<file path="src/ldd_pkg.sv">
// Package for the light dip detector: widths, register and command codes,
// and the structs passed between the detector's modules. No dependencies.
package ldd_pkg;

  localparam int SAMPLE_BITS   = 12;
  localparam int FRAC_BITS     = 16;
  localparam int AVG_W         = SAMPLE_BITS + FRAC_BITS;
  localparam int HISTORY_DEPTH = 1024;
  localparam int ADDR_W        = $clog2(HISTORY_DEPTH);
  localparam int LEN_W         = 11;
  localparam int RECENCY_W     = 10;
  localparam int SHIFT_W       = 5;
  localparam int THR_W         = 12;
  localparam int DIP_W         = 16;
  localparam int SEEN_W        = 32;
  localparam int CFG_IDX_W     = 2;
  localparam int CFG_DATA_W    = 12;

  localparam logic [SHIFT_W-1:0] SHIFT_MIN   = SHIFT_W'(1);
  localparam logic [SHIFT_W-1:0] SHIFT_MAX   = SHIFT_W'(16);
  localparam logic [SHIFT_W-1:0] SHIFT_RESET = SHIFT_W'(10);
  localparam logic [THR_W-1:0]   DROP_RESET  = THR_W'(228);
  localparam logic [THR_W-1:0]   REARM_RESET = THR_W'(159);
  localparam logic [LEN_W-1:0]   LEN_MAX     = LEN_W'(HISTORY_DEPTH);

  typedef enum logic [CFG_IDX_W-1:0] {
    CFG_SHIFT  = 2'd0,
    CFG_DROP   = 2'd1,
    CFG_REARM  = 2'd2,
    CFG_LENGTH = 2'd3
  } cfg_reg_t;

  typedef enum logic {
    CMD_SAMPLE = 1'b0,
    CMD_READ   = 1'b1
  } cmd_t;

  typedef struct packed {
    logic                   wr;
    logic                   rd;
    logic [RECENCY_W-1:0]   recency;
    logic [SAMPLE_BITS-1:0] wdata;
  } ring_req_t;

  typedef struct packed {
    logic             read_ok;
    logic [LEN_W-1:0] fill;
  } ring_rsp_t;

  typedef struct packed {
    logic [AVG_W-1:0]       avg;
    logic                   in_dip;
    logic                   started;
    logic [SAMPLE_BITS-1:0] stored;
  } ema_res_t;

endpackage

</file>
<file path="src/ldd_ema.sv">
// Moving average update and dip onset and re-arm decision for one sample.
// Depends on ldd_pkg.
module ldd_ema import ldd_pkg::*; (
  input  logic [AVG_W-1:0]       avg,
  input  logic                   dip_active,
  input  logic [SAMPLE_BITS-1:0] sample,
  input  logic [SHIFT_W-1:0]     shift,
  input  logic [THR_W-1:0]       dip_drop,
  input  logic [THR_W-1:0]       rearm_rise,
  output ema_res_t               res
);

  logic [AVG_W-1:0] target;
  logic [AVG_W-1:0] diff_up;
  logic [AVG_W-1:0] diff_dn;
  logic [AVG_W:0]   round_add;
  logic [AVG_W:0]   step_dn;
  logic [AVG_W-1:0] avg_nxt;
  logic [AVG_W:0]   drop_sum;
  logic [AVG_W:0]   rearm_sum;
  logic             drop_hit;
  logic             rearm_hit;

  assign target    = {sample, {FRAC_BITS{1'b0}}};
  assign diff_up   = target - avg;
  assign diff_dn   = avg - target;
  assign round_add = ((AVG_W + 1)'(1) << shift) - (AVG_W + 1)'(1);
  assign step_dn   = ({1'b0, diff_dn} + round_add) >> shift;

  always_comb begin
    if (target >= avg) begin
      avg_nxt = avg + (diff_up >> shift);
    end else begin
      avg_nxt = avg - step_dn[AVG_W-1:0];
    end
  end

  assign drop_sum  = {1'b0, target} + {1'b0, dip_drop, {FRAC_BITS{1'b0}}};
  assign rearm_sum = {1'b0, avg_nxt} + {1'b0, rearm_rise, {FRAC_BITS{1'b0}}};
  assign drop_hit  = drop_sum <= {1'b0, avg_nxt};
  assign rearm_hit = {1'b0, target} > rearm_sum;

  always_comb begin
    res.avg     = avg_nxt;
    res.started = !dip_active && drop_hit;
    res.in_dip  = dip_active;
    res.stored  = sample;
    if (res.started) begin
      res.in_dip = 1'b1;
      res.stored = avg_nxt[AVG_W-1:FRAC_BITS];
    end else if (dip_active && rearm_hit) begin
      res.in_dip = 1'b0;
    end
  end

endmodule

</file>
<file path="config.mk">
export PLATFORM = sky130hd
export DESIGN_NAME = ldd_ema
export DESIGN_NICKNAME = d
export VERILOG_FILES = /design/src/ldd_pkg.sv /design/src/ldd_ema.sv
export SDC_FILE = /design/constraint.sdc
export NUM_CORES = 1
export LEC_CHECK = 0
export BUFFER_PORTS_ARGS = -buffer_cell sky130_fd_sc_hd__buf_2
export CAP_MARGIN = 10
export CORE_UTILIZATION = 64
export DETAILED_ROUTE_END_ITERATION = 12
export GPL_TIMING_DRIVEN = 0
export MAX_ROUTING_LAYER = met4
export PLACE_DENSITY = 0.9
export REMOVE_ABC_BUFFERS = 1
export SLEW_MARGIN = 20
export SYNTH_ARGS = -nofsm -noshare
export SYNTH_HDL_FRONTEND = slang
export SYNTH_SLANG_ARGS = --single-unit
</file>
<file path="constraint.sdc">
create_clock -name vclk -period 17.4
set_input_delay 1.74 -clock vclk [all_inputs]
set_output_delay 1.74 -clock vclk [all_outputs]
set_load 0.01 [all_outputs]
</file>
Word level (Yosys, flattened, before mapping)
Index checks and enable logic that the tools add are counted.
{"block": "word_totals", "ff_bits": 0, "output_inout_bits": 42}
{"block": "classes", "n_addsub": 8, "magnitude_cmp": 3, "n_shift": 3, "n_mux": 4, "n_reduce_logical": 3}
{"operator": "$sub 28x28->28", "count": 3}
{"operator": "$add 28x28->29", "count": 2}
{"operator": "$add 28x29->29", "count": 1}
{"operator": "$gt 28x29->1", "count": 1}
{"operator": "$le 29x28->1", "count": 1}
{"operator": "$shl 1x5->29 const A", "count": 1}
{"operator": "$shr 29x5->28", "count": 1}
{"operator": "$sub 29x2->29 const B", "count": 1}
{"operator": "$add 28x28->28", "count": 1}
{"operator": "$ge 28x28->1", "count": 1}
{"operator": "$mux 28", "count": 1}
{"operator": "$shr 28x5->28", "count": 1}
{"operator": "$mux 12", "count": 1}
{"operator": "$logic_and 1x1->1", "count": 2}
{"operator": "$mux 1", "count": 2}
{"operator": "$logic_not 1->1", "count": 1}

Longest topological paths before layout
Gate-level depths: netlist of the first run.
{"block": "logic_depth", "depth_word": 11, "depth_mapped": 61, "ltp_nobuf": 61}

Worst setup path after synthesis of the first run
OpenSTA, ideal clock, no wires.
{"block": "synth_path", "path_kind": "input-to-output", "from": "input port avg[16]", "to": "output port res[13] (netlist bit)", "arrival_time_ns": 12.306, "setup_slack_ns": 3.354, "path_stages": 60, "n_path_buf": 0, "path_cell_list": "inv_1 > ha_1 > inv_1 > fa_1 > a21oi_1 > nor2_1 > nor2_1 > o21ai_0 > a21oi_1 > o21ai_0 > a21oi_1 > o21bai_1 > a21oi_1 > xor2_1 > ha_1 > inv_1 > ha_1 > a21oi_1 > (+24 left out) > ha_1 > a21oi_1 > nor2b_1 > o21ai_0 > nand2b_1 > a21o_1 > a21oi_1 > nor2b_1 > o21a_1 > o21ai_0 > nand2b_1 > a21oi_1 > xor2_1 > ha_1 > o2111ai_1 > a221oi_1 > o41ai_1 > a21o_1"}
{"element": "start: declaration", "line": "ldd_ema.sv:4", "text": "input logic [AVG_W-1:0] avg,"}
{"element": "end: declaration", "line": "ldd_ema.sv:10", "text": "output ema_res_t res"}

==> results of run 1 <==
[path summary, 6_finish.rpt]
| check | from | endpoint |
|---|---|---|
| max | shift[1] | res[13] |
| min | dip_active | res[13] |
[critical path: cells and delay by family]
family / cells / cell delay (ns)
compound gates: 23 / 5.74
simple gates: 15 / 3.61
fa+ha+maj: 6 / 2.01
buf+inv: 4 / 1.04
xor+xnor: 3 / 0.42
mux: 1 / 0.34
[stage by stage]
| stage | hold slack, ns | util, % | cells | instance area (um^2) |
|---|---|---|---|---|
| 3_3_place_gp | 3.773 | 68.89 | 1954 | 12000 |
| 6_report | 3.819 | 70.27 | 1967 | 12240 |
| 2_1_floorplan | 3.609 | - | 1617 | 11160 |
| 3_5_place_dp | 3.816 | 69.62 | 1962 | 12130 |
| 4_1_cts | 3.817 | 69.63 | 1962 | 12130 |
| 5_1_grt | 3.831 | 70.27 | 1967 | 12240 |
[logic make-up (layout without fill, tap and decap cells)]
kind of cell             count (synthesis)  in the layout
XOR/XNOR                                98             98
buffers and inverters                  242            280
AND/OR/NAND/NOR                        538            538
multiplexers                            82             82
adder cells (fa/ha/maj)                165            165
AO/OA/AOI/OAI                          579            579
[area by class of cell]
class / count / share of cell area (%)
Inverter: 155 / 4.876
Multi-Input combinational cell: 1462 / 87.03
Tap cell: 225 / 2.300
Timing Repair Buffer: 125 / 5.796
[Yosys cell counts (12+ instances only)]
master and count:
a21oi_1 133, nand2b_1 14, nor3_1 41, and3_1 15, a21o_1 40, or3_1 16
a31oi_1 21, ha_1 160, nand4_1 13, a211o_1 12, nand3_1 45, o22ai_1 22
nor2_1 146, inv_1 153, mux2_2 23, o21ai_0 95, a211oi_1 34, o31ai_1 12
mux2i_1 46, o21bai_1 17, nor4_1 16, o211ai_1 25, o21a_1 23, xnor2_1 74
xor2_1 23, and2_1 16, o221ai_1 13, clkbuf_1 66, nand2_1 163
[routing by layer]
| layer | GRT usage [%] | vias up |
|---|---|---|
| met3 | 9.582 | 147 |
| met1 | 60.62 | 6493 |
| li1 | - | 6438 |
| met2 | 67.71 | 988 |
| met5 | - | - |
| met4 | 19.14 | 0 |
[power groups by stage]
stage               Clock (W)  Combinational [W]  Sequential (W)
floorplan                   0           0.000883               0
global placement            0            0.00118               0
detailed placement          0            0.00121               0
CTS                         0            0.00122               0
global route                0            0.00139               0
finish                      0            0.00128               0
[what timing repair did]
item | 4_1_cts | 5_1_grt
resized for setup | 1 | 18
setup endpoints to repair | 5 | 14
endpoints found under the hold margin | 0 | 0
gates cloned | 0 | 0
buffers inserted | 0 | 5
hold buffers | 0 | 0
pin swaps | 0 | 1
[placed cells by master (no fill, tap or decap), types with 21 or more instances in the layout]
| cell type | instances |
|---|---|
| o22ai_1 | 22 |
| mux2_2 | 23 |
| nand2_1 | 162 |
| xor2_1 | 23 |
| o21ai_0 | 93 |
| o211ai_1 | 25 |
| ha_1 | 160 |
| a31oi_1 | 21 |
| nor2_1 | 139 |
| nor3_1 | 41 |
| nand3_1 | 45 |
| xnor2_1 | 74 |
| a211oi_1 | 34 |
| a21oi_1 | 132 |
| inv_1 | 150 |
| o21a_1 | 23 |
| mux2i_1 | 46 |
| a21o_1 | 40 |
| buf_2 | 113 |
==> results.md, run 1 <==
* Fmax at about 60 MHz
* Overflow left after global routing at 0
* Share of layout cells above drive strength 1 at 12.51%
* Final min period at approximately 17 ns
* DIE WIDTH at 136.1 um
* Vias in the first global route at 12.59k
* Setup TNS at 0 ns
* Area of the multi-input gates at 0.01065 mm^2
* Crit start category: input pin
* Synth Instances at 1704
* Starting Density at 66.06%
* Wl on met1 at 17610 um
* Largest net degree at the start of global routing at 71
* Most frequent CP cell: ha_1
* First-pass GRT wire length at 66190 um
* DR WL/cell at 21.74 um
* CP endpoint kind: primary output
* Yosys Warn Count at 0
* Worst EP arrival at 14.96 ns
* DIE HEIGHT at around 140 um
* Largest family of logic cells by synthesized area: compound AO/OA/AOI/OAI gates
* Peak supply drop at 0.0001169 V
* Gpl congestion at 1.006
* Critical Path RT at approximately 16 ns
* CP max FO at approximately 50
* Status: complete, no violations
* Final setup vio count at 0
* Place WS at -0.2633 ns
* DR vias/cell at 7.151
* Yosys cell types at about 100
* Net count reported at finish at 1979
* Unrepaired setup endpoints after global routing: no
* Post-synthesis xor/xnor area fraction at under 10%
* FF+latch area at 0 um^2
* Maxcap violations at 0
* Routed WL at 42770 um
* Max incr delay on CP at 0.67 ns
* Min-Delay Path Class: in2out
* Top-level port count at 112
* Adder-Cell Fraction of Synth Area at 18.27%
* Fillers at 1496
* Worst slew margin at 31.79%
* Sw Ratio at around 60%
* Post-synthesis compound-gate area fraction at 34.81%
* Gr usage total at 46.08%
* Final Hold Fails at 0
* Syn_area_per_cell at around 6.8 um^2
* Top-area cell type share of the netlist area at 17.40%
* Cell Rows at 48
* Leakage power figure at 5.573 nW
* Clock power share at 0%
* Routed Antenna Nets at 0
* Largest cells by area after synthesis: ha_1, a21oi_1, xnor2_1
* Synth Area in Simple Gates at between 20% and 30%
* Via count at about 14k
* Syn Std Cell Area at 0.01150 mm^2
* Final HPWL DP at 33780 um
* Area leader, netlist: ha_1
* Sequential cells at 0
* DIE AREA at around 0.019 mm^2
* Mux contribution to synthesized area at under 10%
* Layout area overhead at 6.384%
* Max-slew violation count at 0
* Core ar. at 0.01742 mm^2
* Period utilization at about 96%
* WHS Path Cells at 3
* Combinational power share at 100.0%
* Power per Cell Area at 104.4 mW/mm^2
* DR top layer: met4
* Slowest CP cell: or4_1
* CP Class: in2out
* # diodes at 0
* Seq pwr share at 0%
* Starting DRT DRC Count at between 2k and 2.5k
* Final worst slack at 0.6977 ns
* Total Power at 0.001278 W
* Switch Pwr at about 0.00079 W
* DR pass1 iterations at 6
* Initial antenna violation count at 0
* Clock buffer cells at 0
* Met3 WL at about 5200 um
* Seq/Total Area, Yosys at 0%
* Routed wire length on met2 at about 18000 um
* IO Port Bufs at roughly 110
* Slew of the pin with the lowest slew margin at 1.019 ns
* Internal at 0.0004920 W
* DRC errors left at 0
No activity file was read; power rests on OpenSTA's default activity.
==> run 2: changes to the inputs <==
Settings changed: PLACE_DENSITY 0.9 to 0.82, REMOVE_ABC_BUFFERS 1 to not set.
==> run 2 against run 1 <==
Maximum frequency shrank 0.53%. Critical path depth shrank 8. Final cell count grew 3.8%. Clock-buffer cell count is the same. Sequential cell count is the same. Routed wire length grew 7.2%. Non-clock buffer count grew 73. Global-route usage grew 3.2 points. Setup slack lost 0.089 ns. Via count grew 3.4%. Largest power group unchanged. Highest routed layer unchanged.
==> results.md, run 2 (synthesized netlist as in run 1, its figures left out) <==
* Status: complete, no violations
* Share of layout cells above drive strength 1 at 11.13% (-1.4 points)
* Routed WL at 45860 um (+7.2%)
* Met2 usage at 69.77% (+2.1 points)
* Initial antenna violation count at 0 (unchanged)
* Power per Cell Area at 104.3 mW/mm^2 (about the same)
* Final min period at 16.79 ns (+0.08900 ns)
* Peak supply drop at 0.00009315 V (-20%)
* Unrepaired setup endpoints after global routing: no
* Period utilization at 96.50% (+0.51 points)
* Post-synth net total at 1939
* Crit path from: shift[1]
* Top-level port count at 112 (unchanged)
* DR vias/cell at 7.121 (-0.42%)
* M1 GR Usage at 63.18% (+2.6 points)
* Fillers at 1478 (-1.2%)
* DR WL/cell at 22.46 um (+3.3%)
* Vias in the first global route at 13.05k (+3.7%)
* Worst EP arrival at 15.05 ns (+0.09 ns)
* Starting Density at 66.06% (unchanged)
* Met3 GRT Util at 13.61% (+4.0 points)
* First-pass GRT wire length at 69490 um (+5.0%)
* Gr usage total at 49.25% (+3.2 points)
* DR pass1 iterations at 7 (+1)
* FF+latch area at 0 um^2 (unchanged)
* DIE HEIGHT at 136.1 um (unchanged)
* Final setup vio count at 0 (unchanged)
* Commonest non-fill, non-tap cell in the layout: nand2_1
* Maxcap violations at 0 (unchanged)
* Max incr delay on CP at 0.67 ns (about the same)
* Final Hold Fails at 0 (unchanged)
* CP endpoint kind: primary output
* Critical Path RT at 15.66 ns (about the same)
* Final worst slack at 0.6087 ns (-0.08900 ns)
* Slew of the pin with the lowest slew margin at 0.9329 ns (-0.08644 ns)
* Hold path start: dip_active
* DIE WIDTH at 136.1 um (unchanged)
* Setup TNS at 0 ns (unchanged)
* Clock buffer cells at 0 (unchanged)
* Crit start category: input pin
* WP buf/inv at 7 (+3)
* Via count at 14.54k (+3.4%)
* Fmax at 59.55 MHz (-0.53%)
* Most frequent cells in the layout: nand2_1, ha_1, inv_1
* Place WS at 0.3399 ns (+0.6032 ns)
* Routed Antenna Nets at 0 (unchanged)
* Final HPWL DP at 37360 um (+11%)
* Largest net degree at the start of global routing at 11 (-85%)
* Slowest CP cell: o21ai_0
* Cell family with most CP delay: compound AO/OA/AOI/OAI gates
* Gpl congestion at 1.100 (+9.3%)
* IO Port Bufs at 111 (-0.89%)
* DIE AREA at 0.01852 mm^2 (unchanged)
* GR peak layer: met2
* Cell Rows at 48 (unchanged)
* DRC errors left at 0 (unchanged)
* Net count reported at finish at 2052 (+3.7%)
* Cts hold-fix bufs at 0 (unchanged)
* Core ar. at 0.01742 mm^2 (unchanged)
* Starting DRT DRC Count at 2041 (+0.79%)
* Leakage power figure at 5.600 nW (+0.48%)
* Hold Slack at 3.796 ns (-0.02277 ns)
* CP max FO at 10 (-80%)
* Min-Delay Path Class: in2out
* Max-slew violation count at 0 (unchanged)
* Worst slew margin at 37.15% (+5.4 points)
* Sequential cells at 0 (unchanged)
* Overflow left after global routing at 0 (unchanged)
* CP Class: in2out
* Layout area overhead at 7.504%
run 2: changes by cell type in the layout (fill, tap and decap cells not counted), sizes merged:
cell | previous run | this run
buf | 124 | 131
diode | 0 | 2
clkinvlp | 1 | 0
clkbuf | 1 | 67
inv | 153 | 154
run 2: where the power goes:
| part | internal [W] | total (W) | leakage, nW | switching [W] |
|---|---|---|---|---|
| logic | 0.000490 | 0.00129 | 5.60 | 0.000800 |
| clock network | 0.0000000000115 | 0.0000000000115 | 0.0000156 | 0 |
| registers | 0 | 0 | 0 | 0 |
run 2: cell type report:
cell class / count / area, um^2 / area share, %
antenna: 2 / 5.005 / 0.04047
buffer: 87 / 350.3 / 2.833
inverter: 155 / 581.8 / 4.704
multi-input combinational: 1462 / 10590 / 85.66
tap: 225 / 281.5 / 2.276
timing repair buffer: 111 / 555.5 / 4.492
run 2: timing repair:
action / 4_1_cts / 5_1_grt
endpoints found under the setup margin: 0 / 14
gates resized for setup: 0 / 7
setup buffers: 0 / 0
run 2: metal layers:
| layer | wire, um | vias to the layer above | part of all wire [%] |
|---|---|---|---|
| met3 | 6368 | 181 | 14 |
| met2 | 18790 | 1057 | 41 |
| li1 | - | 6582 | - |
| met1 | 18170 | 6721 | 40 |
| met5 | 0 | - | 0 |
| met4 | 2532 | 0 | 5.5 |
run 2: stage by stage:
step / area [um^2] / utilization [%] / power, W / std cells
after CTS: 12350 / 70.90 / 0.001234 / 2040
after detailed placement: 12350 / 70.90 / 0.001227 / 2040
final: 12370 / 71.01 / 0.001290 / 2042
after global routing: 12360 / 70.98 / 0.001397 / 2040
after global placement: 12340 / 70.86 / 0.001194 / 2040
after floorplan: 11500 / - / 0.0008968 / 1704
run 2: final timing paths:
check / to / slack [ns] / cells past startpoint
worst min-delay path: res[13] / 3.80 / 3
worst max-delay path: res[2] / 0.61 / 44
